==> src/design/wrcm_pkg.sv <==
// Shared widths, register indexes and reset values for the windowed RMS current meter.
package wrcm_pkg;

   // Sample and offset formats
   localparam int SAMPLE_BITS = 10;
   localparam int FRAC_BITS   = 16;
   localparam int OFFSET_W    = SAMPLE_BITS + FRAC_BITS;

   // Accumulation
   localparam int SUM_W    = 48;
   localparam int COUNT_W  = 16;
   localparam int SQ_SHIFT = 20;
   localparam int SQ_W     = 2 * OFFSET_W - SQ_SHIFT;

   // Serial units
   localparam int MUL_W      = OFFSET_W;
   localparam int MUL_CNT_W  = $clog2(MUL_W);
   localparam int DIV_CNT_W  = $clog2(SUM_W);
   localparam int RAD_W      = SUM_W + 4;
   localparam int ROOT_W     = RAD_W / 2;
   localparam int ROOT_CNT_W = $clog2(ROOT_W);

   // Result formats
   localparam int RMS_W     = 18;
   localparam int PWM_W     = 10;
   localparam int SCALE_W   = 22;
   localparam int PWM_SHIFT = 24;
   localparam logic [RMS_W-1:0] RMS_MAX = {RMS_W{1'b1}};
   localparam logic [PWM_W-1:0] PWM_MAX = {PWM_W{1'b1}};

   // Configuration port
   localparam int CSR_INDEX_W = 3;
   localparam int CSR_DATA_W  = SCALE_W;
   localparam logic [CSR_INDEX_W-1:0] REG_WINDOW_LENGTH = 3'd0;
   localparam logic [CSR_INDEX_W-1:0] REG_KNEE_LOW      = 3'd1;
   localparam logic [CSR_INDEX_W-1:0] REG_KNEE_HIGH     = 3'd2;
   localparam logic [CSR_INDEX_W-1:0] REG_SCALE_LOW     = 3'd3;
   localparam logic [CSR_INDEX_W-1:0] REG_SCALE_MID     = 3'd4;
   localparam logic [CSR_INDEX_W-1:0] REG_SCALE_HIGH    = 3'd5;

   // Reset values
   localparam logic [COUNT_W-1:0]  WINDOW_RESET     = 16'd5000;
   localparam logic [RMS_W-1:0]    KNEE_LOW_RESET   = 18'd4242;
   localparam logic [RMS_W-1:0]    KNEE_HIGH_RESET  = 18'd8483;
   localparam logic [SCALE_W-1:0]  SCALE_LOW_RESET  = 22'd924515;
   localparam logic [SCALE_W-1:0]  SCALE_MID_RESET  = 22'd1045138;
   localparam logic [SCALE_W-1:0]  SCALE_HIGH_RESET = 22'd1075801;
   localparam logic [OFFSET_W-1:0] OFFSET_RESET     = 26'd51874365;

   // Stream payload widths, padded to whole bytes
   localparam int REQ_DATA_W = ((SAMPLE_BITS + 7) / 8) * 8;
   localparam int RSP_RAW_W  = PWM_W + RMS_W + OFFSET_W;
   localparam int RSP_DATA_W = ((RSP_RAW_W + 7) / 8) * 8;

endpackage

==> src/design/wrcm_serial_mul.sv <==
// Bit-serial shift-and-add multiplier, one multiplier bit per cycle.
module wrcm_serial_mul (
   input  logic                              clock,
   input  logic                              reset,
   input  logic                              start,
   input  logic [wrcm_pkg::MUL_W-1:0]        mul_a,
   input  logic [wrcm_pkg::MUL_W-1:0]        mul_b,
   output logic                              done,
   output logic [2*wrcm_pkg::MUL_W-1:0]      product
);

   localparam logic [wrcm_pkg::MUL_CNT_W-1:0] LAST =
      wrcm_pkg::MUL_CNT_W'(wrcm_pkg::MUL_W - 1);

   logic                             busy_ff, busy_in;
   logic                             done_ff, done_in;
   logic [wrcm_pkg::MUL_CNT_W-1:0]   cnt_ff, cnt_in;
   logic [wrcm_pkg::MUL_W-1:0]       a_ff, a_in;
   logic [wrcm_pkg::MUL_W-1:0]       hi_ff, hi_in;
   logic [wrcm_pkg::MUL_W-1:0]       lo_ff, lo_in;
   logic [wrcm_pkg::MUL_W:0]         partial;

   always_comb begin
      busy_in = busy_ff;
      done_in = 1'b0;
      cnt_in  = cnt_ff;
      a_in    = a_ff;
      hi_in   = hi_ff;
      lo_in   = lo_ff;
      partial = {1'b0, hi_ff} + (lo_ff[0] ? {1'b0, a_ff} : '0);
      if (start) begin
         busy_in = 1'b1;
         cnt_in  = '0;
         a_in    = mul_a;
         hi_in   = '0;
         lo_in   = mul_b;
      end else if (busy_ff) begin
         // Add the partial product, then shift the pair right by one bit.
         hi_in  = partial[wrcm_pkg::MUL_W:1];
         lo_in  = {partial[0], lo_ff[wrcm_pkg::MUL_W-1:1]};
         cnt_in = cnt_ff + 1'b1;
         if (cnt_ff == LAST) begin
            busy_in = 1'b0;
            done_in = 1'b1;
         end
      end
   end

   always_ff @(posedge clock) begin
      if (reset) begin
         busy_ff <= 1'b0;
         done_ff <= 1'b0;
         cnt_ff  <= '0;
      end else begin
         busy_ff <= busy_in;
         done_ff <= done_in;
         cnt_ff  <= cnt_in;
      end
      a_ff  <= a_in;
      hi_ff <= hi_in;
      lo_ff <= lo_in;
   end

   assign done    = done_ff;
   assign product = {hi_ff, lo_ff};

endmodule

==> src/design/wrcm_serial_div.sv <==
// Restoring divider, one quotient bit per cycle.
module wrcm_serial_div (
   input  logic                               clock,
   input  logic                               reset,
   input  logic                               start,
   input  logic [wrcm_pkg::SUM_W-1:0]         dividend,
   input  logic [wrcm_pkg::COUNT_W-1:0]       divisor,
   output logic                               done,
   output logic [wrcm_pkg::SUM_W-1:0]         quotient
);

   localparam logic [wrcm_pkg::DIV_CNT_W-1:0] LAST =
      wrcm_pkg::DIV_CNT_W'(wrcm_pkg::SUM_W - 1);

   logic                             busy_ff, busy_in;
   logic                             done_ff, done_in;
   logic [wrcm_pkg::DIV_CNT_W-1:0]   cnt_ff, cnt_in;
   logic [wrcm_pkg::SUM_W-1:0]       quo_ff, quo_in;
   logic [wrcm_pkg::COUNT_W-1:0]     rem_ff, rem_in;
   logic [wrcm_pkg::COUNT_W-1:0]     div_ff, div_in;
   logic [wrcm_pkg::COUNT_W:0]       rem_sh;
   logic [wrcm_pkg::COUNT_W:0]       rem_sub;

   always_comb begin
      busy_in = busy_ff;
      done_in = 1'b0;
      cnt_in  = cnt_ff;
      quo_in  = quo_ff;
      rem_in  = rem_ff;
      div_in  = div_ff;
      rem_sh  = {rem_ff, quo_ff[wrcm_pkg::SUM_W-1]};
      rem_sub = rem_sh - {1'b0, div_ff};
      if (start) begin
         busy_in = 1'b1;
         cnt_in  = '0;
         quo_in  = dividend;
         rem_in  = '0;
         div_in  = divisor;
      end else if (busy_ff) begin
         // The dividend shifts out at the top while quotient bits shift in below.
         if (rem_sh >= {1'b0, div_ff}) begin
            rem_in = rem_sub[wrcm_pkg::COUNT_W-1:0];
            quo_in = {quo_ff[wrcm_pkg::SUM_W-2:0], 1'b1};
         end else begin
            rem_in = rem_sh[wrcm_pkg::COUNT_W-1:0];
            quo_in = {quo_ff[wrcm_pkg::SUM_W-2:0], 1'b0};
         end
         cnt_in = cnt_ff + 1'b1;
         if (cnt_ff == LAST) begin
            busy_in = 1'b0;
            done_in = 1'b1;
         end
      end
   end

   always_ff @(posedge clock) begin
      if (reset) begin
         busy_ff <= 1'b0;
         done_ff <= 1'b0;
         cnt_ff  <= '0;
      end else begin
         busy_ff <= busy_in;
         done_ff <= done_in;
         cnt_ff  <= cnt_in;
      end
      quo_ff <= quo_in;
      rem_ff <= rem_in;
      div_ff <= div_in;
   end

   assign done     = done_ff;
   assign quotient = quo_ff;

endmodule

==> src/design/wrcm_serial_sqrt.sv <==
// Digit-by-digit integer square root, two radicand bits per cycle.
module wrcm_serial_sqrt (
   input  logic                              clock,
   input  logic                              reset,
   input  logic                              start,
   input  logic [wrcm_pkg::RAD_W-1:0]        radicand,
   output logic                              done,
   output logic [wrcm_pkg::ROOT_W-1:0]       root
);

   localparam logic [wrcm_pkg::ROOT_CNT_W-1:0] LAST =
      wrcm_pkg::ROOT_CNT_W'(wrcm_pkg::ROOT_W - 1);

   logic                              busy_ff, busy_in;
   logic                              done_ff, done_in;
   logic [wrcm_pkg::ROOT_CNT_W-1:0]   cnt_ff, cnt_in;
   logic [wrcm_pkg::RAD_W-1:0]        rad_ff, rad_in;
   logic [wrcm_pkg::ROOT_W:0]         rem_ff, rem_in;
   logic [wrcm_pkg::ROOT_W-1:0]       root_ff, root_in;
   logic [wrcm_pkg::ROOT_W+2:0]       rem_sh;
   logic [wrcm_pkg::ROOT_W+2:0]       trial;
   logic [wrcm_pkg::ROOT_W+2:0]       rem_sub;

   always_comb begin
      busy_in = busy_ff;
      done_in = 1'b0;
      cnt_in  = cnt_ff;
      rad_in  = rad_ff;
      rem_in  = rem_ff;
      root_in = root_ff;
      rem_sh  = {rem_ff, rad_ff[wrcm_pkg::RAD_W-1 -: 2]};
      trial   = {1'b0, root_ff, 2'b01};
      rem_sub = rem_sh - trial;
      if (start) begin
         busy_in = 1'b1;
         cnt_in  = '0;
         rad_in  = radicand;
         rem_in  = '0;
         root_in = '0;
      end else if (busy_ff) begin
         // The remainder never exceeds twice the partial root, so it fits its register.
         if (rem_sh >= trial) begin
            rem_in  = rem_sub[wrcm_pkg::ROOT_W:0];
            root_in = {root_ff[wrcm_pkg::ROOT_W-2:0], 1'b1};
         end else begin
            rem_in  = rem_sh[wrcm_pkg::ROOT_W:0];
            root_in = {root_ff[wrcm_pkg::ROOT_W-2:0], 1'b0};
         end
         rad_in = {rad_ff[wrcm_pkg::RAD_W-3:0], 2'b00};
         cnt_in = cnt_ff + 1'b1;
         if (cnt_ff == LAST) begin
            busy_in = 1'b0;
            done_in = 1'b1;
         end
      end
   end

   always_ff @(posedge clock) begin
      if (reset) begin
         busy_ff <= 1'b0;
         done_ff <= 1'b0;
         cnt_ff  <= '0;
      end else begin
         busy_ff <= busy_in;
         done_ff <= done_in;
         cnt_ff  <= cnt_in;
      end
      rad_ff  <= rad_in;
      rem_ff  <= rem_in;
      root_ff <= root_in;
   end

   assign done = done_ff;
   assign root = root_ff;

endmodule

==> src/design/windowed_rms_current_meter.sv <==
// Top level of the windowed RMS current meter with DC offset tracking.
//
// Samples arrive as transactions on the req_ stream; req_tdata[9:0] holds one
// unsigned converter reading. Each sample moves the DC offset estimate toward
// itself and adds its squared deviation to the window sum. When the sample
// count reaches or passes window_length, one transaction leaves on the rsp_ stream with
// the PWM level, the RMS code in Q.8 and the current offset estimate.
// The csr_ port writes the six calibration and window registers; it is always
// ready and should only be used while the block is idle.
// A sample is taken only once the block is idle again: each one passes through the
// offset update, the bit-serial square of the deviation and the accumulation.
// A sample that closes a window then also passes through the serial divider, the
// serial square root and a second pass through the multiplier for the calibration
// before its result is presented.
// The result sits in an output register, so the block goes on taking samples
// while the receiver stalls; only a further window end waits for that register.
// Reset restores the register defaults and the offset estimate and clears the
// window sum, the sample count and any pending result.
module windowed_rms_current_meter #(
   parameter int OFFSET_SHIFT = 10
) (
   input  logic                                clock,
   input  logic                                reset,
   // Sample stream
   input  logic                                req_tvalid,
   output logic                                req_tready,
   input  logic [wrcm_pkg::REQ_DATA_W-1:0]     req_tdata,  // [9:0] sample
   // Result stream
   output logic                                rsp_tvalid,
   input  logic                                rsp_tready,
   output logic [wrcm_pkg::RSP_DATA_W-1:0]     rsp_tdata,  // [9:0] pwm_level,
                                                           // [27:10] rms_code_q8,
                                                           // [53:28] offset_estimate
   // Register writes
   input  logic                                csr_valid,
   output logic                                csr_ready,
   input  logic [wrcm_pkg::CSR_INDEX_W-1:0]    csr_index,
   input  logic [wrcm_pkg::CSR_DATA_W-1:0]     csr_wdata
);

   typedef enum logic [9:0] {
      S_IDLE   = 10'b00_0000_0001,
      S_OFFSET = 10'b00_0000_0010,
      S_MAG    = 10'b00_0000_0100,
      S_SQUARE = 10'b00_0000_1000,
      S_ACCUM  = 10'b00_0001_0000,
      S_CHECK  = 10'b00_0010_0000,
      S_DIVIDE = 10'b00_0100_0000,
      S_ROOT   = 10'b00_1000_0000,
      S_SCALE  = 10'b01_0000_0000,
      S_RESULT = 10'b10_0000_0000
   } state_type;

   localparam int OW = wrcm_pkg::OFFSET_W;
   localparam int MW = wrcm_pkg::MUL_W;

   state_type state_ff, state_in;

   // Configuration registers
   logic [wrcm_pkg::COUNT_W-1:0] window_length_ff;
   logic [wrcm_pkg::RMS_W-1:0]   knee_low_ff, knee_high_ff;
   logic [wrcm_pkg::SCALE_W-1:0] scale_low_ff, scale_mid_ff, scale_high_ff;

   // Measurement state
   logic [OW-1:0]                offset_ff, offset_in;
   logic [wrcm_pkg::SUM_W-1:0]   sum_ff, sum_in;
   logic [wrcm_pkg::COUNT_W-1:0] count_ff, count_in;
   logic [wrcm_pkg::SAMPLE_BITS-1:0] sample_ff, sample_in;
   logic [wrcm_pkg::RMS_W-1:0]   rms_ff, rms_in;

   // Output register
   logic                              rsp_valid_ff, rsp_valid_in;
   logic [wrcm_pkg::RSP_DATA_W-1:0]   rsp_data_ff, rsp_data_in;

   // Datapath signals
   logic [OW-1:0]                target;
   logic signed [OW:0]           track_diff;
   logic signed [OW:0]           track_step;
   logic [OW:0]                  dev_diff;
   logic [OW-1:0]                dev_mag;
   logic [wrcm_pkg::SQ_W-1:0]    square;
   logic [wrcm_pkg::SUM_W:0]     sum_wide;
   logic [wrcm_pkg::RMS_W-1:0]   rms_sat;
   logic [wrcm_pkg::SCALE_W-1:0] scale_sel;
   logic [wrcm_pkg::PWM_W-1:0]   pwm;
   logic                         out_free;

   // Serial unit connections
   logic                         mul_start, mul_done;
   logic [MW-1:0]                mul_a, mul_b;
   logic [2*MW-1:0]              mul_product;
   logic                         div_start, div_done;
   logic [wrcm_pkg::COUNT_W-1:0] div_divisor;
   logic [wrcm_pkg::SUM_W-1:0]   div_quotient;
   logic                         sqrt_start, sqrt_done;
   logic [wrcm_pkg::ROOT_W-1:0]  sqrt_root;

   wrcm_serial_mul u_mul (
      .clock   (clock),
      .reset   (reset),
      .start   (mul_start),
      .mul_a   (mul_a),
      .mul_b   (mul_b),
      .done    (mul_done),
      .product (mul_product)
   );

   wrcm_serial_div u_div (
      .clock    (clock),
      .reset    (reset),
      .start    (div_start),
      .dividend (sum_ff),
      .divisor  (div_divisor),
      .done     (div_done),
      .quotient (div_quotient)
   );

   wrcm_serial_sqrt u_sqrt (
      .clock    (clock),
      .reset    (reset),
      .start    (sqrt_start),
      .radicand ({div_quotient, 4'b0000}),
      .done     (sqrt_done),
      .root     (sqrt_root)
   );

   // Offset tracking: an arithmetic right shift rounds the step toward minus infinity.
   assign target     = {sample_ff, {wrcm_pkg::FRAC_BITS{1'b0}}};
   assign track_diff = $signed({1'b0, target}) - $signed({1'b0, offset_ff});
   assign track_step = track_diff >>> OFFSET_SHIFT;

   // Deviation from the freshly updated offset.
   assign dev_diff = {1'b0, target} - {1'b0, offset_ff};
   assign dev_mag  = dev_diff[OW] ? OW'(-dev_diff) : dev_diff[OW-1:0];

   // The square is taken back from Q.32 to Q.12 by dropping the low bits.
   assign square   = mul_product[2*MW-1:wrcm_pkg::SQ_SHIFT];
   assign sum_wide = {1'b0, sum_ff} + {{(wrcm_pkg::SUM_W + 1 - wrcm_pkg::SQ_W){1'b0}}, square};

   // An empty count can only come from wraparound; the mean is then the sum itself.
   assign div_divisor = (count_ff == '0) ? wrcm_pkg::COUNT_W'(1) : count_ff;

   // The root is clamped to the result field before the segment is chosen.
   assign rms_sat = (sqrt_root > wrcm_pkg::ROOT_W'(wrcm_pkg::RMS_MAX)) ?
                    wrcm_pkg::RMS_MAX : sqrt_root[wrcm_pkg::RMS_W-1:0];

   always_comb begin
      if (rms_sat < knee_low_ff) begin
         scale_sel = scale_low_ff;
      end else if (rms_sat < knee_high_ff) begin
         scale_sel = scale_mid_ff;
      end else begin
         scale_sel = scale_high_ff;
      end
   end

   // Calibration product is Q.24 relative to the PWM code; anything above it saturates.
   assign pwm = (mul_product[2*MW-1:wrcm_pkg::PWM_SHIFT + wrcm_pkg::PWM_W] != '0) ?
                wrcm_pkg::PWM_MAX :
                mul_product[wrcm_pkg::PWM_SHIFT +: wrcm_pkg::PWM_W];

   // The multiplier is shared: the deviation square first, the calibration later.
   assign mul_start  = (state_ff == S_MAG) || ((state_ff == S_ROOT) && sqrt_done);
   assign mul_a      = (state_ff == S_MAG) ? dev_mag : MW'(rms_sat);
   assign mul_b      = (state_ff == S_MAG) ? dev_mag : MW'(scale_sel);
   assign div_start  = (state_ff == S_CHECK) && (count_ff >= window_length_ff);
   assign sqrt_start = (state_ff == S_DIVIDE) && div_done;

   assign out_free = !rsp_valid_ff || rsp_tready;

   always_comb begin
      state_in     = state_ff;
      offset_in    = offset_ff;
      sum_in       = sum_ff;
      count_in     = count_ff;
      sample_in    = sample_ff;
      rms_in       = rms_ff;
      rsp_valid_in = rsp_valid_ff;
      rsp_data_in  = rsp_data_ff;

      if (rsp_valid_ff && rsp_tready) begin
         rsp_valid_in = 1'b0;
      end

      unique case (state_ff)
         S_IDLE: begin
            if (req_tvalid) begin
               sample_in = req_tdata[wrcm_pkg::SAMPLE_BITS-1:0];
               state_in  = S_OFFSET;
            end
         end
         S_OFFSET: begin
            offset_in = offset_ff + track_step[OW-1:0];
            state_in  = S_MAG;
         end
         S_MAG: begin
            state_in = S_SQUARE;
         end
         S_SQUARE: begin
            if (mul_done) begin
               state_in = S_ACCUM;
            end
         end
         S_ACCUM: begin
            sum_in   = sum_wide[wrcm_pkg::SUM_W] ? {wrcm_pkg::SUM_W{1'b1}} :
                       sum_wide[wrcm_pkg::SUM_W-1:0];
            count_in = count_ff + 1'b1;
            state_in = S_CHECK;
         end
         S_CHECK: begin
            if (div_start) begin
               // The divider holds its own copy, so the window restarts here.
               sum_in   = '0;
               count_in = '0;
               state_in = S_DIVIDE;
            end else begin
               state_in = S_IDLE;
            end
         end
         S_DIVIDE: begin
            if (div_done) begin
               state_in = S_ROOT;
            end
         end
         S_ROOT: begin
            if (sqrt_done) begin
               rms_in   = rms_sat;
               state_in = S_SCALE;
            end
         end
         S_SCALE: begin
            if (mul_done) begin
               state_in = S_RESULT;
            end
         end
         S_RESULT: begin
            if (out_free) begin
               rsp_valid_in = 1'b1;
               rsp_data_in  = wrcm_pkg::RSP_DATA_W'({offset_ff, rms_ff, pwm});
               state_in     = S_IDLE;
            end
         end
         default: begin
            state_in = S_IDLE;
         end
      endcase
   end

   always_ff @(posedge clock) begin
      if (reset) begin
         state_ff     <= S_IDLE;
         offset_ff    <= wrcm_pkg::OFFSET_RESET;
         sum_ff       <= '0;
         count_ff     <= '0;
         rsp_valid_ff <= 1'b0;
      end else begin
         state_ff     <= state_in;
         offset_ff    <= offset_in;
         sum_ff       <= sum_in;
         count_ff     <= count_in;
         rsp_valid_ff <= rsp_valid_in;
      end
      sample_ff   <= sample_in;
      rms_ff      <= rms_in;
      rsp_data_ff <= rsp_data_in;
   end

   // Register file; writes past the last register are dropped.
   always_ff @(posedge clock) begin
      if (reset) begin
         window_length_ff <= wrcm_pkg::WINDOW_RESET;
         knee_low_ff      <= wrcm_pkg::KNEE_LOW_RESET;
         knee_high_ff     <= wrcm_pkg::KNEE_HIGH_RESET;
         scale_low_ff     <= wrcm_pkg::SCALE_LOW_RESET;
         scale_mid_ff     <= wrcm_pkg::SCALE_MID_RESET;
         scale_high_ff    <= wrcm_pkg::SCALE_HIGH_RESET;
      end else if (csr_valid) begin
         unique case (csr_index)
            wrcm_pkg::REG_WINDOW_LENGTH: window_length_ff <= csr_wdata[wrcm_pkg::COUNT_W-1:0];
            wrcm_pkg::REG_KNEE_LOW:      knee_low_ff      <= csr_wdata[wrcm_pkg::RMS_W-1:0];
            wrcm_pkg::REG_KNEE_HIGH:     knee_high_ff     <= csr_wdata[wrcm_pkg::RMS_W-1:0];
            wrcm_pkg::REG_SCALE_LOW:     scale_low_ff     <= csr_wdata;
            wrcm_pkg::REG_SCALE_MID:     scale_mid_ff     <= csr_wdata;
            wrcm_pkg::REG_SCALE_HIGH:    scale_high_ff    <= csr_wdata;
            default: begin
            end
         endcase
      end
   end

   assign req_tready = (state_ff == S_IDLE);
   assign rsp_tvalid = rsp_valid_ff;
   assign rsp_tdata  = rsp_data_ff;
   assign csr_ready  = 1'b1;

endmodule

==> config.mk <==
export PLATFORM = sky130hd
export DESIGN_NAME = windowed_rms_current_meter
export DESIGN_NICKNAME = d
export VERILOG_FILES = /design/src/design/wrcm_pkg.sv /design/src/design/wrcm_serial_mul.sv /design/src/design/wrcm_serial_div.sv /design/src/design/wrcm_serial_sqrt.sv /design/src/design/windowed_rms_current_meter.sv
export SDC_FILE = /design/constraint.sdc
export NUM_CORES = 1
export LEC_CHECK = 0
export ABC_CLOCK_PERIOD_IN_PS = 4900
export BUFFER_PORTS_ARGS = -buffer_cell sky130_fd_sc_hd__buf_2
export CORE_MARGIN = 3
export CORE_UTILIZATION = 30
export DETAILED_ROUTE_END_ITERATION = 8
export MAX_ROUTING_LAYER = met4
export SLEW_MARGIN = 20
export SYNTH_ARGS = -nofsm -noshare
export SYNTH_HDL_FRONTEND = slang
export SYNTH_HIERARCHICAL = 1
export SYNTH_SLANG_ARGS = --single-unit
==> constraint.sdc <==
create_clock -name clock -period 4.9 [get_ports clock]
set_clock_uncertainty 0.1 [all_clocks]
set_input_delay 0.245 -clock clock [delete_from_list [all_inputs] [get_ports clock]]
set_output_delay 0.245 -clock clock [all_outputs]
set_load 0.01 [all_outputs]
==> results.py, run 1 <==
metrics = {
    "status": {
        "outcome": "finished, final reports clean",
    },
    "die": {
        "core_area_mm2": 0.1092,
        "die_w_um": 338.0,
        "dieHeight_um": 338.0,
        "start_util_pct": 30.30,
        "fp.dieArea_mm2": 0.1143,
        "row_count": 121,
        "io_pins": 105,
    },
    "synthesis": {
        "synth_top_area_cell": "edfxtp_1",
        "synth_cells": 3513,
        "yosys.cell_types.count": 119,
        "syn_area_mm2": 0.03307,
        "synth_edf_count": 250,
        "syn_area_per_cell_um2": 9.413,
        "synth-seq-cells": 586,
        "seq_area_frac_synth_pct": 43.04,
        "yosys_warnings": 6,
        "netlist.area_leader.share_pct": 22.70,
        "async_flop_share_pct": 0,
        "synthFlopType": "dfxtp_1",
        "synth_area_leaders": "edfxtp_1 (23%), dfxtp_1 (20%), ha_1 (7.4%)",
    },
    "routing": {
        "wirelength_um": 91730,
        "wire_per_inst_um": 17.86,
        "viasPerCell": 5.115,
        "detail-route-antenna-nets": 0,
        "drt_pre_antenna_iters": 6,
        "drtIter0Drc": 1930,
        "vias": 26270,
        "drc": 0,
    },
    "global_routing": {
        "antenna_found_initial": 2,
        "grt_max_degree": 108,
        "grt_pass1_wl_um": 142800,
        "first_global_vias": 24761,
        "gr-usage-all-layers_pct": 16.14,
        "gr-total-overflow": 0,
    },
    "sta": {
        "setup_viol": 0,
        "drv_slew": 0,
        "finalSetupTns_ns": 0,
        "relSlewSlack_pct": 29.69,
        "finalHoldViolations": 0,
        "period_share_pct": 94.41,
        "finalHoldWorstSlack_ns": 0.04881,
        "period_minus_slack_ns": 4.626,
        "tightest_slew_ns": 1.052,
        "timing.fmax_mhz": 216.2,
    },
    "placed_design": {
        "placed_cell_area_mm2": 0.03524,
        "hpwl_um": 65180,
        "placedCellCount": 4975,
        "gp_congestion": 0.8890,
        "io_buffers": 95,
    },
    "worst_setup_path": {
        "path_class": "reg -> reg",
        "arrival_ns": 5.07,
        "cp.required_ns": 5.35,
        "critPathCaptureType": "flip-flop",
        "startpoint_type": "flip-flop",
        "cp_max_fo": 8,
    },
    "pwr": {
        "p_seq_share_pct": 36.3,
        "power_frac_clock_pct": 33.9,
        "p_comb_share_pct": 29.8,
        "powerDensity_mw_per_mm2": 420.9,
        "ir_drop_mv": 0.2688,
        "finalPower_mw": 16.00,
        "switchingPower_mw": 5.468,
        "power.internal_mw": 10.54,
        "netSwitchingFraction_pct": 34.17,
        "p_leak_nw": 14.68,
    },
    "final_layout": {
        "stdcell_area_mm2": 0.03802,
        "area_growth_pct": 14.98,
        "nFillCells": 11130,
        "layout_commonest_cell": "nand2_1",
        "drive_above_1_share_pct": 13.91,
        "fin_nets": 3849,
        "final_cell_mix": "nand2_1 (428), dfxtp_1 (335), a21oi_1 (275)",
        "final_cells": 5136,
    },
    "cts": {
        "cts_setup_buffers": 0,
        "h-tree-depth": 3,
        "cts_root_buffer": "clkbuf_16",
        "clock_sinks": 586,
        "cts_made_buffers": 67,
        "tritoncts": "yes",
        "clk_pin_slew_worst_paths_ns": 0.06,
        "insertion_delay_ns": 0.65,
        "clockBufferDepth": 3,
    },
    "min_path": {
        "min_path_type": "in -> reg",
    },
    "flow_run": {
        "maxCapViolCount": 0,
    },
}
flip-flops by register name (all words and copies together), names as in the netlist, 16 cells and up:
name	count
rsp_tdata	54
u_sqrt/rad_ff	52
sum_ff	48
u_div/quotient	48
u_sqrt/rem_ff	27
offset_ff	26
u_mul/a_ff	26
u_mul/hi_ff	26
u_mul/lo_ff	26
u_sqrt/root	26
scale_high_ff	22
scale_low_ff	22
scale_mid_ff	22
knee_high_ff	18
knee_low_ff	18
rms_ff	18
count_ff	16
u_div/div_ff	16
u_div/rem_ff	16
window_length_ff	16
cells by family (layout without fill, tap and decap cells):
group                    count (synthesis)  count (layout)  synth area share [%]
flip-flops                             586             586                 43.04
XOR/XNOR                               162             162                 4.313
AO/OA/AOI/OAI                          812             812                 16.75
other                                    2               8               0.02271
buffers and inverters                  365             506                 4.567
multiplexers                           203             203                 6.617
adder cells (fa/ha/maj)                199             199                 7.620
AND/OR/NAND/NOR                       1184            1184                 17.06
power groups by stage:
stage               Clock [mW]  Sequential, mW  Combinational (mW)
finish                    5.43            5.80                4.77
global route              5.75            5.84                5.26
CTS                       5.57            5.79                4.71
detailed placement           0            5.90                4.65
global placement             0            5.90                4.62
floorplan                    0            5.71                3.62
routing by layer:
| layer | global-route usage, % | routed length, µm | vias to the layer above |
|---|---|---|---|
| met5 | - | 0 | - |
| met2 | 25.10 | 41470 | 655 |
| met1 | 22.17 | 43900 | 12624 |
| li1 | - | - | 12864 |
| met4 | 4.489 | 1963 | 0 |
| met3 | 1.904 | 4394 | 127 |
cell usage after synthesis, types with 28 or more instances:
library cell and number:
a21o_1 67, a21oi_1 277, nor2b_1 34, nor2_1 270, and2_1 40, o211ai_1 44
a211oi_1 65, mux2_2 124, xor2_1 64, dfxtp_1 336, ha_1 195, nand4_1 38
a311oi_1 30, o21ai_0 103, inv_1 170, and3_1 29, clkbuf_1 139, nand2_1 431
nor3_1 68, xnor2_1 97, nand3_1 101, edfxtp_1 250, nand2b_1 38, mux2i_1 78
o21a_1 28
final cells by class:
type | count | area, µm² | area share (%)
multi-input combinational | 2567 | 17420 | 45.82
sequential | 586 | 14240 | 37.44
tap | 1476 | 1847 | 4.857
clock buffer | 86 | 1832 | 4.818
timing repair buffer | 208 | 1454 | 3.824
inverter | 174 | 656.9 | 1.728
clock inverter | 38 | 570.5 | 1.501
antenna | 1 | 2.502 | 0.006581
critical path: stages (launching register included):
cell and delay, ns:
dfxtp_1 0.52, inv_1 0.09, ha_1 0.28, nor2b_1 0.18
and4_1 0.27, xnor2_1 0.31, ha_1 0.34, a2111oi_0 0.58
o31ai_1 0.26, a221oi_2 0.31, buf_4 0.19, o2111ai_1 0.18
a31o_2 0.28, a21oi_1 0.17, xnor2_1 0.10, or3_1 0.31
nand3_1 0.08
what timing repair did:
| item | in CTS | in global routing |
|---|---|---|
| setup endpoints to repair | 0 | 3 |
| hold endpoints to repair | 137 | 0 |
| resized for setup | 0 | 5 |
| hold buffers | 36 | 0 |
final timing paths:
path                      from               to  slack, ns  cells after the start
setup / recovery  offset_ff[1]    offset_ff[25]       0.27                     16
hold / removal    csr_index[0]  scale_mid_ff[2]       0.05                      4
setup reg to reg  offset_ff[1]    offset_ff[25]       0.27                     16
hold reg to reg      rms_ff[8]    rsp_tdata[18]       0.32                      0
per-stage QoR:
stage,worst slack (ns),utilization (%)
2_1_floorplan,0.5914,-
3_3_place_gp,0.2631,32.28
3_5_place_dp,0.2792,32.28
4_1_cts,0.2280,34.81
5_1_grt,-0.01947,34.83
6_report,0.2741,34.83
No activity file was read; power rests on OpenSTA's default activity.
==> run 2: changes to the inputs <==
- CORE_UTILIZATION: 30 -> 55
- PLACE_DENSITY: default -> 0.72
- SYNTH_HIERARCHICAL: 1 -> default
==> results.py, run 2 <==
metrics = {
    "status": {
        "outcome": "finished, final reports clean",
    },
    "routing": {
        "wire_per_inst_um": 18.66,
        "drtIter0Drc": 2089,
        "vias": 26280,
        "drc": 0,
        "wirelength_um": 83530,
        "viasPerCell": 5.871,
        "drt_pre_antenna_iters": 6,
        "detail-route-antenna-nets": 0,
    },
    "min_path": {
        "hold_path_depth": 5,
        "hold-path-endpoint": "knee_high_ff[11]",
        "min_path_type": "in -> reg",
        "hold_path.startpoint": "csr_index[0]",
    },
    "worst_setup_path": {
        "startpoint_type": "flip-flop",
        "slowest_delay_ns": 0.55,
        "arrival_ns": 4.88,
        "crit_family": "compound AO/OA/AOI/OAI gates",
        "crit_slowest_cell": "or4_4",
        "crit_chain": "or4_4 > buf_4 > nor4b_1 > buf_4 > a41oi_1 > xnor2_2 > ha_1 > a211oi_1 > a32oi_1 > a21oi_1 > o31ai_1 > o21ai_0 > o21ai_1 > a211o_1 > a32oi_1",
        "crit_buf_inv": 2,
        "reg2reg_from": "offset_ff[0]",
        "r2r_slack_ns": 0.45,
        "path_class": "reg -> reg",
        "cp_max_fo": 14,
        "cp.required_ns": 5.33,
        "timing.rr.end": "offset_ff[24]",
        "crit_start": "offset_ff[0]",
        "critPathCaptureType": "flip-flop",
        "worst-r2r-cell-count": 15,
    },
    "final_layout": {
        "diodes": 0,
        "fin_nets": 3902,
        "drive_above_1_share_pct": 10.19,
        "largest_reg_flops": 54,
        "stdcell_area_mm2": 0.03610,
        "final_cells": 4476,
        "area_growth_pct": 12.24,
        "layout_commonest_cell": "nand2_1",
        "final_cell_mix": "nand2_1 (585), dfxtp_1 (335), a21oi_1 (316)",
        "nFillCells": 4943,
    },
    "global_routing": {
        "grt_max_degree": 100,
        "grtUsageMet1_pct": 37.87,
        "antenna_found_initial": 0,
        "first_global_vias": 24403,
        "grt_pass1_wl_um": 132000,
        "top_usage_layer": "met2",
        "gr-total-overflow": 0,
        "use_met2_pct": 42.30,
        "grtUsageMet3_pct": 4.451,
        "gr-usage-all-layers_pct": 27.68,
    },
    "pwr": {
        "p_leak_nw": 14.38,
        "powerDensity_mw_per_mm2": 418.5,
        "finalPower_mw": 15.11,
        "ir_drop_mv": 0.3501,
    },
    "sta": {
        "finalHoldViolations": 0,
        "setup_viol": 0,
        "finalSetupTns_ns": 0,
        "relSlewSlack_pct": 31.86,
        "period_minus_slack_ns": 4.447,
        "period_share_pct": 90.75,
        "timing.fmax_mhz": 224.9,
        "drv_slew": 0,
        "finalWorstSetupSlack_ns": 0.4530,
        "rsz0062_at_grt": "false",
        "tightest_slew_ns": 1.019,
    },
    "synthesis": {
        "netlist.area_leader.share_pct": 22.97,
        "synth_cells": 3581,
        "yosys_warnings": 0,
        "async_flop_share_pct": 0,
        "synth_top_area_cell": "edfxtp_1",
        "syn_area_mm2": 0.03216,
        "synth_area_leaders": "edfxtp_1 (23%), dfxtp_1 (21%), ha_1 (7.6%)",
        "synthFlopType": "dfxtp_1",
        "post-synth-top-count-cell": "nand2_1",
        "synth_edf_count": 246,
        "syn_area_per_cell_um2": 8.982,
        "synth-seq-cells": 582,
        "synthTopCellsByCount": "nand2_1 (586), dfxtp_1 (336), a21oi_1 (316), edfxtp_1 (246), nor2_1 (236)",
        "yosys.cell_types.count": 93,
        "seq_area_frac_synth_pct": 43.88,
    },
    "placed_design": {
        "io_buffers": 95,
        "placedCellCount": 4319,
        "post-place-ws_ns": 0.4544,
        "hpwl_um": 57890,
        "placed_cell_area_mm2": 0.03348,
        "gp_congestion": 0.9435,
    },
    "flow_run": {
        "maxCapViolCount": 0,
    },
    "die": {
        "dieHeight_um": 247.8,
        "die_w_um": 247.8,
        "fp.dieArea_mm2": 0.06142,
        "row_count": 88,
        "start_util_pct": 55.64,
        "core_area_mm2": 0.05781,
        "io_pins": 105,
    },
    "cts": {
        "cts_root_buffer": "clkbuf_16",
        "insertion_delay_ns": 0.61,
        "clock_sinks": 582,
        "h-tree-depth": 3,
        "cts_made_buffers": 66,
        "tritoncts": "yes",
        "clockBufferDepth": 3,
        "clk_pin_slew_worst_paths_ns": 0.06,
    },
}
[run 2: changes by cell type after synthesis, moves of 28 or more]
cell	change
clkbuf_1	+28
a21oi_1	+39
o21ai_0	+58
nor2_1	-34
nand2_1	+155
mux2_2	-73
[run 2: stage by stage]
step | hold slack [ns] | utilization (%)
after detailed placement | 0.3045 | 57.92
final | 0.09169 | 62.45
after global routing | 0.1150 | 62.45
after CTS | 0.06764 | 62.45
after floorplan | 0.2439 | -
after global placement | 0.3006 | 57.91
[run 2: worst register-to-register path: stages, from the launching register on]
cell and delay, ns:
dfxtp_1 0.31, or4_4 0.55, buf_4 0.20, nor4b_1 0.28, buf_4 0.18, a41oi_1 0.15, xnor2_2 0.44, ha_1 0.41
a211oi_1 0.28, a32oi_1 0.14, a21oi_1 0.26, o31ai_1 0.17, o21ai_0 0.26, o21ai_1 0.18, a211o_1 0.33, a32oi_1 0.14
[run 2: logic make-up after synthesis]
family,count (synthesis),share of synthesized area [%]
buf+inv,362,4.333
fa+ha+maj,199,7.834
other cells,2,0.02335
compound gates,874,17.10
flops,582,43.88
simple gates,1280,18.41
xor+xnor,148,4.053
mux,134,4.368
[run 2: final cells by class]
cell class	instances	area [µm²]	area share [%]
tap	765	957.2	2.651
timing repair buffer	200	1383	3.830
clock inverter	37	501.7	1.390
multi-input combinational	2638	16750	46.39
inverter	169	634.4	1.757
clock buffer	85	1763	4.883
sequential	582	14110	39.10
[run 2: power by group]
group | leakage, nW | switching [mW] | internal [mW]
clock | 1.10 | 2.09 | 3.07
combinational | 8.38 | 2.57 | 1.74
sequential | 4.89 | 0.292 | 5.35
total | 14.4 | 4.95 | 10.2
[run 2: per-layer routing]
layer	wire length, µm	share of wire, %
met5	0	0
met4	2181	2.6
met3	5532	6.6
met2	37950	45
met1	37860	45
[run 2: repair_timing]
action	4_1_cts	5_1_grt
setup buffers	0	0
setup endpoints to repair	0	1
resized for setup	0	1
hold buffers	35	0
endpoints found under the hold margin	132	0
[run 2: worst max-delay path by stage]
stage / end / slack [ns] / depth (start not counted)
global route: offset_ff[22] / 0.11 / 14
detailed placement: offset_ff[24] / 0.45 / 15
global placement: offset_ff[23] / 0.52 / 15
floorplan: offset_ff[24] / 0.51 / 19
finish: offset_ff[24] / 0.45 / 15
CTS: offset_ff[24] / 0.42 / 15
